==> src/rtl/core/ps2hfe_pkg.sv <==
// ----------------------------------------------------------------------------
// ps2hfe_pkg
// Shared types and constants for the ps/2 host frame engine: frame positions,
// operation and error codes, and the beat and state records.
// ----------------------------------------------------------------------------
package ps2hfe_pkg;

    localparam int unsigned BYTE_W    = 8;
    localparam int unsigned POS_W     = 4;
    localparam int unsigned IN_DATA_W = 16;
    localparam int unsigned OUT_DATA_W = 16;

    localparam logic [POS_W-1:0] POS_START     = 4'd0;
    localparam logic [POS_W-1:0] TX_PARITY_POS = 4'd8;
    localparam logic [POS_W-1:0] RX_PARITY_POS = 4'd9;
    localparam logic [POS_W-1:0] RX_STOP_POS   = 4'd10;

    typedef enum logic {
        OP_EDGE = 1'b0,
        OP_SEND = 1'b1
    } op_t;

    typedef enum logic [1:0] {
        ERR_NONE   = 2'd0,
        ERR_START  = 2'd1,
        ERR_PARITY = 2'd2,
        ERR_STOP   = 2'd3
    } frame_err_t;

    typedef struct packed {
        op_t               operation;
        logic              line_level;
        logic [BYTE_W-1:0] send_byte;
    } item_t;

    typedef struct packed {
        logic              transmit_mode;
        logic [POS_W-1:0]  bit_position;
        logic [BYTE_W-1:0] receive_shift;
        logic [BYTE_W-1:0] transmit_hold;
        logic              line_drive_level;
    } frame_state_t;

    typedef struct packed {
        logic              sending;
        logic              send_done;
        frame_err_t        frame_error;
        logic [BYTE_W-1:0] received_byte;
        logic              byte_valid;
        logic              drive_data_low;
    } result_t;

endpackage

==> src/rtl/core/ps2hfe_step.sv <==
// ----------------------------------------------------------------------------
// ps2hfe_step
// One frame step: from the current frame state and one item, forms the next
// state and the result of the item.
// ----------------------------------------------------------------------------
module ps2hfe_step (
    input  ps2hfe_pkg::frame_state_t st,
    input  ps2hfe_pkg::item_t        item,
    output ps2hfe_pkg::frame_state_t st_next,
    output ps2hfe_pkg::result_t      res
);

    always_comb begin
        st_next = st;
        res     = '0;
        res.frame_error = ps2hfe_pkg::ERR_NONE;

        if (item.operation == ps2hfe_pkg::OP_SEND) begin
            st_next.transmit_hold    = item.send_byte;
            st_next.transmit_mode    = 1'b1;
            st_next.bit_position     = ps2hfe_pkg::POS_START;
            st_next.line_drive_level = 1'b1;
        end else if (st.transmit_mode) begin
            if (st.bit_position < ps2hfe_pkg::TX_PARITY_POS) begin
                st_next.line_drive_level = ~st.transmit_hold[st.bit_position[2:0]];
                st_next.bit_position     = st.bit_position + 4'd1;
            end else if (st.bit_position == ps2hfe_pkg::TX_PARITY_POS) begin
                // odd parity bit is low exactly when the data has odd ones
                st_next.line_drive_level = ^st.transmit_hold;
                st_next.bit_position     = st.bit_position + 4'd1;
            end else begin
                st_next.line_drive_level = 1'b0;
                st_next.transmit_mode    = 1'b0;
                st_next.bit_position     = ps2hfe_pkg::POS_START;
                res.send_done            = 1'b1;
            end
        end else begin
            if (st.bit_position == ps2hfe_pkg::POS_START) begin
                if (item.line_level) begin
                    res.frame_error = ps2hfe_pkg::ERR_START;
                end else begin
                    st_next.bit_position = 4'd1;
                end
            end else if (st.bit_position < ps2hfe_pkg::RX_PARITY_POS) begin
                st_next.receive_shift = {item.line_level, st.receive_shift[7:1]};
                st_next.bit_position  = st.bit_position + 4'd1;
            end else if (st.bit_position == ps2hfe_pkg::RX_PARITY_POS) begin
                if ((^st.receive_shift) == item.line_level) begin
                    res.frame_error      = ps2hfe_pkg::ERR_PARITY;
                    st_next.bit_position = ps2hfe_pkg::POS_START;
                end else begin
                    st_next.bit_position = st.bit_position + 4'd1;
                end
            end else if (st.bit_position == ps2hfe_pkg::RX_STOP_POS) begin
                if (!item.line_level) begin
                    res.frame_error = ps2hfe_pkg::ERR_STOP;
                end else begin
                    res.byte_valid    = 1'b1;
                    res.received_byte = st.receive_shift;
                end
                st_next.bit_position = ps2hfe_pkg::POS_START;
            end else begin
                st_next.bit_position = ps2hfe_pkg::POS_START;
            end
        end

        res.drive_data_low = st_next.line_drive_level;
        res.sending        = st_next.transmit_mode;
    end

endmodule

==> src/rtl/core/ps2_host_frame_engine.sv <==
// ----------------------------------------------------------------------------
// ps2_host_frame_engine
// PS/2 host frame engine: walks receive frames on clock edge beats and drives
// transmit frames after a send request, one result beat per input beat.
//
//   channel | dir | fields
//   s_*     | in  | tuser: operation; tdata: line_level, send_byte
//   m_*     | out | tdata: drive_data_low .. sending
//
// an input beat is registered, then stepped into the result register once the
// result side can take it; sustained rate is one beat per cycle while the result
// is not stalled, as the frame step is combinational.
// reset returns to receive mode at the start position with the line released.
// a stalled result holds both registers; s_tready drops only when both hold.
// ----------------------------------------------------------------------------
module ps2_host_frame_engine (
    input  logic                                aclk,
    input  logic                                aresetn,
    input  logic                                s_tvalid,
    output logic                                s_tready,
    input  logic [ps2hfe_pkg::IN_DATA_W-1:0]    s_tdata,  // [0] line_level, [8:1] send_byte
    input  logic                                s_tuser,  // [0] operation
    output logic                                m_tvalid,
    input  logic                                m_tready,
    output logic [ps2hfe_pkg::OUT_DATA_W-1:0]   m_tdata   // [0] drive_data_low,
                                                          // [1] byte_valid,
                                                          // [9:2] received_byte,
                                                          // [11:10] frame_error,
                                                          // [12] send_done, [13] sending
);

    logic                     in_valid_reg;
    ps2hfe_pkg::item_t        in_item_reg;
    ps2hfe_pkg::frame_state_t st_reg;
    ps2hfe_pkg::frame_state_t st_next;
    ps2hfe_pkg::result_t      step_res;
    logic                     out_valid_reg;
    ps2hfe_pkg::result_t      out_res_reg;
    logic                     advance;

    assign advance  = in_valid_reg && (!out_valid_reg || m_tready);
    assign s_tready = !in_valid_reg || advance;

    ps2hfe_step u_step (
        .st      (st_reg),
        .item    (in_item_reg),
        .st_next (st_next),
        .res     (step_res)
    );

    always_ff @(posedge aclk) begin
        if (!aresetn) begin
            in_valid_reg  <= 1'b0;
            out_valid_reg <= 1'b0;
            st_reg        <= '0;
        end else begin
            if (s_tready) begin
                in_valid_reg <= s_tvalid;
            end
            if (advance) begin
                st_reg        <= st_next;
                out_valid_reg <= 1'b1;
            end else if (m_tready) begin
                out_valid_reg <= 1'b0;
            end
        end
    end

    always_ff @(posedge aclk) begin
        if (s_tready && s_tvalid) begin
            in_item_reg.operation  <= ps2hfe_pkg::op_t'(s_tuser);
            in_item_reg.line_level <= s_tdata[0];
            in_item_reg.send_byte  <= s_tdata[8:1];
        end
        if (advance) begin
            out_res_reg <= step_res;
        end
    end

    assign m_tvalid = out_valid_reg;
    assign m_tdata  = {2'b00, out_res_reg};

endmodule

==> config.mk <==
export PLATFORM = sky130hd
export DESIGN_NAME = ps2_host_frame_engine
export DESIGN_NICKNAME = d
export VERILOG_FILES = /design/src/rtl/core/ps2hfe_pkg.sv /design/src/rtl/core/ps2hfe_step.sv /design/src/rtl/core/ps2_host_frame_engine.sv
export SDC_FILE = /design/constraint.sdc
export NUM_CORES = 1
export LEC_CHECK = 0
export ABC_AREA = 1
export BUFFER_PORTS_ARGS = -buffer_cell sky130_fd_sc_hd__buf_2
export CORE_MARGIN = 2
export CORE_UTILIZATION = 59
export CTS_CLUSTER_SIZE = 40
export DETAILED_ROUTE_END_ITERATION = 6
export HOLD_SLACK_MARGIN = 0.06
export PLACE_DENSITY = 0.86
export SYNTH_ARGS = -nofsm -noshare
export SYNTH_HDL_FRONTEND = slang
export SYNTH_SLANG_ARGS = --single-unit
==> constraint.sdc <==
create_clock -name aclk -period 3.2 [get_ports aclk]
set_input_delay 0.16 -clock aclk [delete_from_list [all_inputs] [get_ports aclk]]
set_output_delay 0.16 -clock aclk [all_outputs]
set_load 0.02 [all_outputs]
==> results by group, run 1 <==
Critical path
  • Worst r2r path cells: 9
  • WP data arrival: 2.33 ns
  • CP max-delay cell: dfxtp_1
  • Worst path bufs/invs: 2
  • FF-to-FF setup slack: 1.12 ns
  • CP max stage delay: 0.53 ns
  • R2r endpoint: st_reg[13]
  • Crit-path max FO: 16
  • Top cell family by delay on the critical path: simple AND/OR/NAND/NOR gates
  • CP required: 3.45 ns
  • CP dominant cell by count: nor2_2
  • Cell Chain, Critical Path: inv_1 -> ha_1 -> nand2_2 -> nor2_2 -> nor2_2 -> inv_2 -> nor3_4 -> o21ai_0 -> a21oi_1
  • WS Path Type: flop to flop
  • Setup crit end kind: flop
  • Reg2Reg Launch Point: st_reg[17]
  • Critical Path Start Type: flop

Timing
  • Final-report max-slew violation count: 0
  • Slew headroom: 0.6152
  • Final setup viols: 0
  • Hold Worst Slack: 0.1216 ns
  • Fin. Hold Viols: 0
  • Minimum clock period: 2.084 ns
  • Fmax: 0.4799 GHz
  • Setup Skew: 0.005886 ns
  • RSZ-0062 raised after global routing: no
  • Fin crit share: 0.6511
  • Worst slew pin tran: 0.5753 ns
  • Post-route setup TNS: 0 ns

Layout
  • Diodes inserted: 0
  • Max reg flops: 22
  • Fin nets: 313
  • Commonest non-fill, non-tap cell in the layout: nand2_1
  • Most frequent cells in the layout: nand2_1 (49), inv_1 (29), buf_2 (29)
  • # fillers: 285
  • Share of cells above drive strength 1: 0.1799
  • Area Overhead vs Synth: 16.20%

Pwr
  • Leakage: 1.046 nW
  • Clock network power share: 0.351
  • Reg power frac: 0.556
  • Sw Ratio: 0.2348
  • Switching pwr: 0.0002905 W
  • Maximum vdd ir drop: 0.0003292 V
  • Internal power: 0.0009467 W
  • Combinational power share: 0.093
  • Pwr Density: 480.3 nW/um2

Synth
  • Yosys cell types: 30
  • Post-synthesis sequential area ratio: 0.5418
  • Synth Instances: 249
  • Yosys Warn Count: 0
  • Top cells by area, synth: edfxtp_1 (33%), dfxtp_1 (22%), nand2_1 (8.3%)
  • Yosys top cell by area: edfxtp_1
  • Flops & latches, synth: 48
  • Avg Inst Size Synth: 8.904 um2
  • Post-Syn Area: 2217 um2
  • Yosys top cell area share: 0.3251

CTS
  • H-tree depth: 2
  • CTS Buf Count: 5
  • Reg clk slew, reported paths: 0.09 ns
  • Post-CTS setup buffers: 0
  • Latest clock arrival within the worst-skew pair: 0.31 ns
  • Root Driver: clkbuf_8
  • CTS hold repair buffers: 10
  • Clock Tree Buf Depth: 2
  • Num Clock Sinks: 48
  • CTS tree: yes
  • Post_cts resized: 0

Min path
  • Worst Hold Path Cells: 3
  • Launch point of the worst hold path: s_tvalid
  • Worst hold path class: input port to flop
  • Hold Path End: in_valid_reg

Global route
  • Initial antenna violation count: 0
  • Total gr overflow: 0
  • Global-route wire length before repair: 6.748 mm
  • Largest net degree at the start of global routing: 23
  • Vias in the first global route: 1625
  • Total GRT Usage: 0.2119

Drt
  • Routed WL per cell: 12.18 um
  • Post-DRT Antenna Nets: 0
  • Routed Wire Length: 4.104 mm
  • DR vias: 1756
  • Via-to-Cell Ratio: 5.211
  • Initial drt markers: 166
  • Drt pass-1 iters: 4
  • Drt drc: 0

Die
  • Die height: 65.30 um
  • Die width: 65.30 um
  • Starting Density: 0.6102
  • Core footprint: 3633 um2
  • IO Count: 39
  • Die area: 4264 um2
  • Row Count: 22

Place
  • Port Buffers: 29
  • Post-DP HPWL: 2.750 mm
  • Placer Congestion: 0.9198

Run status
  • Outcome: complete, no violations

Job
  • Max-Cap Viols: 0
metal layers:
layer / up-vias / track usage / wire, um / share of wire
met5: - / 0 / 0 / 0
met4: 0 / 0.1120 / 110 / 0.027
met3: 13 / 0.05822 / 213 / 0.052
met2: 54 / 0.3788 / 2049 / 0.50
met1: 798 / 0.2260 / 1730 / 0.42
li1: 891 / - / - / -
stage by stage:
| stage | power (W) | instance area [um2] | instances | utilization | worst slack [ns] |
|---|---|---|---|---|---|
| after floorplan | 0.0007779 | 2221 | 250 | - | 1.538 |
| after global placement | 0.0008015 | 2365 | 319 | 0.6508 | 1.183 |
| after detailed placement | 0.0008062 | 2365 | 319 | 0.6508 | 1.133 |
| after CTS | 0.001240 | 2576 | 337 | 0.7090 | 1.110 |
| after global routing | 0.001277 | 2576 | 337 | 0.7090 | 0.8902 |
| final | 0.001237 | 2576 | 337 | 0.7090 | 1.116 |
worst reg2reg max path: cells and delay by family (launching register included):
kind	cells	cell delay [ns]
compound gates	2	0.29
flops	1	0.53
fa+ha+maj	1	0.25
buf+inv	2	0.29
simple gates	4	0.68
logic make-up (layout without fill, tap and decap cells):
logic type	Yosys count	in the layout	synth area share
AOI/OAI and AO/OA	46	46	0.1089
adders and majority gates	4	4	0.02257
and+or+nand+nor	99	99	0.2037
buffers and inverters	42	81	0.08577
other	1	2	0.001691
DFF	48	48	0.5418
xor gates and xnor gates	9	9	0.03556
synthesized netlist by cell type:
cell	instances
nand2_1	49
inv_1	29
a21oi_1	25
dfxtp_1	24
edfxtp_1	24
nand3_1	21
nor2_1	17
o21ai_0	15
xnor2_1	6
ha_1	4
inv_2	4
buf_6	3
nor2_2	3
xor2_1	3
a21oi_2	2
buf_4	2
clkbuf_1	2
nand2_2	2
nor3_1	2
o21ai_1	2
a31oi_1	1
buf_2	1
clkinv_2	1
conb_1	1
nand3b_1	1
nand4_1	1
nor3_4	1
nor4_4	1
o211ai_1	1
or2_2	1
worst max path at each step:
stage,depth (start not counted),slack (ns),endpoint,from
global route,9,0.89,st_reg[11],st_reg[17]
global placement,9,1.18,st_reg[12],st_reg[17]
finish,9,1.12,st_reg[13],st_reg[17]
CTS,9,1.11,st_reg[16],st_reg[17]
detailed placement,9,1.13,st_reg[16],st_reg[17]
floorplan,9,1.54,m_tdata[2],st_reg[17]
layout make-up:
cell class	instances	area, um2	area share
Clock buffer	5	68.82	0.02671
Clock inverter	3	42.54	0.01651
Inverter	34	128.9	0.05002
Multi-Input combinational cell	160	829.5	0.3220
Sequential cell	48	1201	0.4662
Tap cell	48	60.06	0.02331
Timing Repair Buffer	39	245.2	0.09519
power groups by stage:
| stage | clock network [W] | registers, W | logic, W |
|---|---|---|---|
| 6_report | 0.000434 | 0.000688 | 0.000115 |
| 5_1_grt | 0.000458 | 0.000692 | 0.000127 |
| 4_1_cts | 0.000437 | 0.000688 | 0.000114 |
| 2_1_floorplan | 0 | 0.000711 | 0.0000666 |
| 3_3_place_gp | 0 | 0.000701 | 0.000101 |
| 3_5_place_dp | 0 | 0.000702 | 0.000104 |
Power figures use the tool's default switching activity.
==> run 2: changes to the inputs <==
- CORE_UTILIZATION: 59 -> 50
- PLACE_DENSITY: 0.86 -> 0.77
- clock period: 3.2 -> 1.9 ns (I/O delays scaled with it)
==> results by group, run 2 (synthesis gave the netlist of run 1 again) <==
Critical path
  • CP max-delay cell: edfxtp_1
  • CP max stage delay: 0.47 ns (-0.06 ns)
  • WP data arrival: 1.87 ns (-0.46 ns)
  • Worst r2r path cells: 11 (+2)
  • R2r endpoint: st_reg[18]
  • Crit-path max FO: 4 (-12)
  • Critical Path Start Type: flop
  • FF-to-FF setup slack: 0.25 ns (-0.86 ns)
  • Reg2Reg Launch Point: in_item_reg[8]
  • CP dominant cell by count: nand2_1
  • Cell Chain, Critical Path: inv_1 -> nand3_1 -> nand2_1 -> nand2_1 -> nand3_1 -> nand2_1 -> nand2_1 -> nand3_1 -> nand2_1 -> nand3_1 -> a21oi_1
  • WS Path Type: flop to flop
  • Setup crit end kind: flop
  • CP required: 2.12 ns (-1.33 ns)

CTS
  • CTS tree: yes
  • CTS hold repair buffers: 10 (unchanged)
  • CTS Buf Count: 5 (unchanged)
  • Root Driver: clkbuf_8
  • H-tree depth: 2 (unchanged)
  • Latest clock arrival within the worst-skew pair: 0.30 ns (about the same)
  • Post_cts resized: 0 (unchanged)
  • Num Clock Sinks: 48 (unchanged)
  • Post-CTS setup buffers: 0 (unchanged)
  • Clock Tree Buf Depth: 2 (unchanged)
  • Reg clk slew, reported paths: 0.08 ns (about the same)

Global route
  • Global-route wire length before repair: 6.741 mm (-0.10%)
  • Total GRT Usage: 0.1730 (-0.03891)
  • Vias in the first global route: 1555 (-4.3%)
  • Initial antenna violation count: 0 (unchanged)
  • Total gr overflow: 0 (unchanged)
  • Largest net degree at the start of global routing: 17 (-26%)

Timing
  • Setup ws final: 0.2546 ns (-0.8618 ns)
  • Minimum clock period: 1.645 ns (-0.4382 ns)
  • Post-route setup TNS: 0 ns (unchanged)
  • Final-report max-slew violation count: 0 (unchanged)
  • Fin crit share: 0.8660 (+0.2149)
  • Setup Skew: 0.007803 ns (+0.001917 ns)
  • RSZ-0062 raised after global routing: no
  • Fin. Hold Viols: 0 (unchanged)
  • Final setup viols: 0 (unchanged)
  • Fmax: 0.6077 GHz (+27%)

Pwr
  • Maximum vdd ir drop: 0.0005606 V (+70%)
  • Sw Ratio: 0.2258 (-0.009025)
  • Leakage: 1.074 nW (+2.8%)
  • Reg power frac: 0.557 (about the same)
  • Combinational power share: 0.098 (+0.005)
  • Switching pwr: 0.0004680 W (+61%)
  • Internal power: 0.001605 W (+69%)
  • Clock network power share: 0.345 (-0.006)
  • Pwr Density: 790.7 nW/um2 (+65%)

Drt
  • Metal-1 WL: 1.712 mm (-1.0%)
  • Initial drt markers: 120 (-28%)
  • Routed WL per cell: 11.44 um (-6.1%)
  • Metal2 WL: 1.910 mm (-6.8%)
  • Via-to-Cell Ratio: 4.974 (-4.5%)
  • Post-DRT Antenna Nets: 0 (unchanged)
  • DR WL met3: 258 um (+21%)
  • Top sig layer: met4
  • Drt drc: 0 (unchanged)
  • Routed Wire Length: 3.970 mm (-3.3%)
  • Drt pass-1 iters: 6 (+2)
  • DR vias: 1726 (-1.7%)

Place
  • Post-DP HPWL: 2.818 mm (+2.5%)
  • Pre-CTS WS: 0.2437 ns (-0.8888 ns)
  • Port Buffers: 29 (unchanged)
  • Placer Congestion: 0.9283 (+0.92%)

Layout
  • # fillers: 392 (+38%)
  • Max reg flops: 22 (unchanged)
  • Diodes inserted: 0 (unchanged)
  • Most frequent cells in the layout: nand2_1 (49), inv_1 (29), buf_2 (29)
  • Fin nets: 319 (+1.9%)
  • Share of cells above drive strength 1: 0.1898 (+0.009900)
  • Commonest non-fill, non-tap cell in the layout: nand2_1
  • Area Overhead vs Synth: 18.23%

Job
  • Max-Cap Viols: 0 (unchanged)

Min path
  • Launch point of the worst hold path: s_tvalid
  • Worst hold path class: input port to flop
  • Hold Path End: in_valid_reg
  • Worst Hold Path Cells: 3 (unchanged)

Die
  • Die width: 70.59 um (+8.1%)
  • Core footprint: 4324 um2 (+19%)
  • Die area: 4983 um2 (+17%)
  • IO Count: 39 (unchanged)
  • Die height: 70.59 um (+8.1%)
  • Row Count: 24 (+9.1%)
  • Starting Density: 0.5127 (-0.09746)

Run status
  • Outcome: complete, no violations
## run 2: cell types whose count changed in the layout (fill, tap and decap cells not counted)
cell,before,now
clkinv_2,2,1
clkbuf_1,0,2
clkinvlp_4,1,0
buf_4,0,6
## run 2: power groups by stage
stage | registers [W] | clock network (W) | logic, W
after floorplan | 0.00120 | 0 | 0.000112
after global placement | 0.00118 | 0 | 0.000183
after detailed placement | 0.00118 | 0 | 0.000188
after CTS | 0.00115 | 0.000730 | 0.000204
after global routing | 0.00116 | 0.000760 | 0.000227
final | 0.00115 | 0.000715 | 0.000204
## run 2: how the worst max path moves through the flow
stage                               from    endpoint  slack, ns
after floorplan               st_reg[17]  m_tdata[2]       0.24
after global placement    in_item_reg[8]  st_reg[18]       0.33
after detailed placement      st_reg[18]  m_tdata[3]       0.24
after CTS                     st_reg[18]  m_tdata[3]       0.24
after global routing      in_item_reg[8]  st_reg[20]       0.06
final                     in_item_reg[8]  st_reg[18]       0.25
## run 2: metal layers
metal,track usage,up-vias
met5,0,-
met4,0.07966,0
met3,0.05271,6
met2,0.2914,55
met1,0.2039,764
li1,-,901
## run 2: area by class of cell
cell class / instances / area, um2 / area share
Clock inverter: 1 / 30.03 / 0.01146
Tap cell: 52 / 65.06 / 0.02482
Sequential cell: 48 / 1201 / 0.4582
Timing Repair Buffer: 45 / 290.3 / 0.1107
Multi-Input combinational cell: 160 / 829.5 / 0.3165
Clock buffer: 7 / 76.32 / 0.02912
Inverter: 34 / 128.9 / 0.04916
## run 2: metrics by stage
step,cell area (um2),utilization,std cells,total power [W],hold WS (ns)
after global placement,2415,0.5584,329,0.001360,0.2709
final,2621,0.6062,347,0.002073,0.08222
after floorplan,2221,-,250,0.001310,0.1939
after global routing,2621,0.6062,347,0.002146,0.08970
after detailed placement,2415,0.5584,329,0.001366,0.2731
after CTS,2621,0.6062,347,0.002088,0.07703
## run 2: worst max-delay path: cells and delay by family (launching register included)
kind | cells | cell delay (ns)
compound gates | 1 | 0.14
buf+inv | 1 | 0.18
flops | 1 | 0.47
simple gates | 9 | 0.81
==> run 3: changes to the inputs <==
- CELL_PAD_IN_SITES_DETAIL_PLACEMENT: default -> 1
- CELL_PAD_IN_SITES_GLOBAL_PLACEMENT: default -> 2
- CORE_UTILIZATION: 50 -> 30
==> results by group, run 3 (synthesis gave the netlist of run 1 again) <==
Die
  • IO Count: 39 (unchanged)
  • Die height: 89.97 um (+27%)
  • Die width: 89.97 um (+27%)
  • Row Count: 31 (+29%)
  • Die area: 8094 um2 (+62%)
  • Core footprint: 7214 um2 (+67%)
  • Starting Density: 0.3073 (-0.2054)

Global route
  • Largest net degree at the start of global routing: 17 (unchanged)
  • Vias in the first global route: 1688 (+8.6%)
  • Total gr overflow: 0 (unchanged)
  • Global-route wire length before repair: 8.459 mm (+25%)
  • Initial antenna violation count: 0 (unchanged)
  • Total GRT Usage: 0.1294 (-0.04355)

Timing
  • Post-route setup TNS: 0 ns (unchanged)
  • Setup Skew: 0.006287 ns (-0.001515 ns)
  • Final setup viols: 0 (unchanged)
  • Fmax: 0.6103 GHz (+0.42%)
  • Final-report max-slew violation count: 0 (unchanged)
  • Minimum clock period: 1.639 ns (-0.006842 ns)
  • Hold Worst Slack: 0.07952 ns (-0.002704 ns)
  • Fin. Hold Viols: 0 (unchanged)
  • Fin crit share: 0.8624 (-0.003601)
  • RSZ-0062 raised after global routing: no

Critical path
  • CP required: 2.06 ns (-0.06 ns)
  • FF-to-FF setup slack: 0.26 ns (about the same)
  • WP data arrival: 1.79 ns (-0.08 ns)
  • Crit-path max FO: 8 (+4)
  • WS Path Type: flop to flop
  • Setup crit end kind: flop
  • Critical Path Start Type: flop

Drt
  • Routed WL per cell: 12.32 um (+7.7%)
  • Initial drt markers: 64 (-47%)
  • DR vias: 1761 (+2.0%)
  • Drt drc: 0 (unchanged)
  • Drt pass-1 iters: 4 (-2)
  • Post-DRT Antenna Nets: 0 (unchanged)
  • Via-to-Cell Ratio: 4.436 (-11%)
  • Routed Wire Length: 4.892 mm (+23%)

CTS
  • Post_cts resized: 0 (unchanged)
  • CTS tree: yes
  • CTS Buf Count: 5 (unchanged)
  • Root Driver: clkbuf_8
  • H-tree depth: 2 (unchanged)
  • Reg clk slew, reported paths: 0.09 ns (about the same)
  • Num Clock Sinks: 48 (unchanged)
  • Latest clock arrival within the worst-skew pair: 0.30 ns (about the same)
  • Clock Tree Buf Depth: 2 (unchanged)

Pwr
  • Maximum vdd ir drop: 0.0003090 V (-45%)
  • Reg power frac: 0.584 (+0.027)
  • Sw Ratio: 0.2550 (+0.02922)
  • Leakage: 1.083 nW (+0.77%)
  • Combinational power share: 0.108 (+0.010)
  • Power consumption: 0.001976 W (-4.7%)
  • Clock network power share: 0.308 (-0.037)
  • Switching pwr: 0.0005038 W (+7.6%)
  • Internal power: 0.001472 W (-8.3%)
  • Pwr Density: 736.4 nW/um2 (-6.9%)

Layout
  • Most frequent cells in the layout: nand2_1 (49), inv_1 (29), buf_2 (29)
  • Fin nets: 322 (+0.94%)
  • # fillers: 906 (+130%)
  • Diodes inserted: 0 (unchanged)
  • Share of cells above drive strength 1: 0.2013 (+0.01151)
  • Final core utilization: 0.3718 (-0.2344)
  • Commonest non-fill, non-tap cell in the layout: nand2_1
  • Max reg flops: 22 (unchanged)
  • Area Overhead vs Synth: 20.99%

Place
  • Post-DP HPWL: 3.608 mm (+28%)
  • Port Buffers: 29 (unchanged)
  • Placer Congestion: 0.8336 (-10%)

Min path
  • Worst hold path class: input port to flop

Run status
  • Outcome: complete, no violations

Job
  • Max-Cap Viols: 0 (unchanged)
==> run 3: changes by cell type in the layout (fill, tap and decap cells not counted) <==
cell       previous run  this run
buf_4                 6         9
bufinv_16             1         0
clkbuf_1              2         0
clkinv_1              0         1
clkinv_2              1         2
inv_6                 0         1
==> run 3: worst max-delay path, stage by stage, from the launching register on <==
cell and delay (ns):
dfxtp_1 0.34, inv_1 0.10, ha_1 0.20, nand2_2 0.08, nand2_1 0.09, clkinv_2 0.10, nand2_2 0.09, nor4_4 0.24
inv_2 0.13, nor2_1 0.13
==> run 3: final cells by class <==
class,count,area (um2),share of cell area
multi-input cells,160,829.5,0.3092
repair buffers,48,312.8,0.1166
clock inverters,3,17.52,0.006530
well taps,99,123.9,0.04618
clock buffers,5,68.82,0.02565
flip-flops and latches,48,1201,0.4478
inverters,34,128.9,0.04804
==> run 3: repair_timing <==
item / CTS / global route
setup endpoints to repair: 0 / 2
hold buffers: 10 / 0
setup buffers: 0 / 1
hold endpoints to repair: 10 / 0
==> run 3: path summary, 6_finish.rpt <==
check	start	endpoint	cells past startpoint
min	s_tvalid	in_valid_reg	3
min reg2reg	st_reg[7]	st_reg[7]	2
max reg2reg	st_reg[18]	m_tdata[3]	9
max	st_reg[18]	m_tdata[3]	9
==> run 3: layer usage <==
layer  part of all wire  wire, um  global-route usage  vias up
met1               0.49      2400              0.1858      814
met5                  0         0                   0        -
met4              0.015        72             0.03974        0
met3              0.040       197             0.02850        7
li1                   -         -                   -      906
met2               0.45      2221              0.1957       34
==> run 3: per-stage QoR <==
step                      std cells  cell area (um2)  worst slack [ns]
after floorplan                 250             2221            0.2384
after global placement          378             2489            0.2818
after detailed placement        378             2489            0.2340
after CTS                       396             2675            0.2044
after global routing            397             2683           0.03273
final                           397             2683            0.2614
==> run 3: power groups by stage <==
| stage | Combinational [W] | Sequential, W | Clock (W) |
|---|---|---|---|
| global route | 0.000239 | 0.00116 | 0.000681 |
| floorplan | 0.000112 | 0.00120 | 0 |
| detailed placement | 0.000197 | 0.00118 | 0 |
| global placement | 0.000192 | 0.00118 | 0 |
| finish | 0.000213 | 0.00115 | 0.000608 |
| CTS | 0.000212 | 0.00116 | 0.000630 |
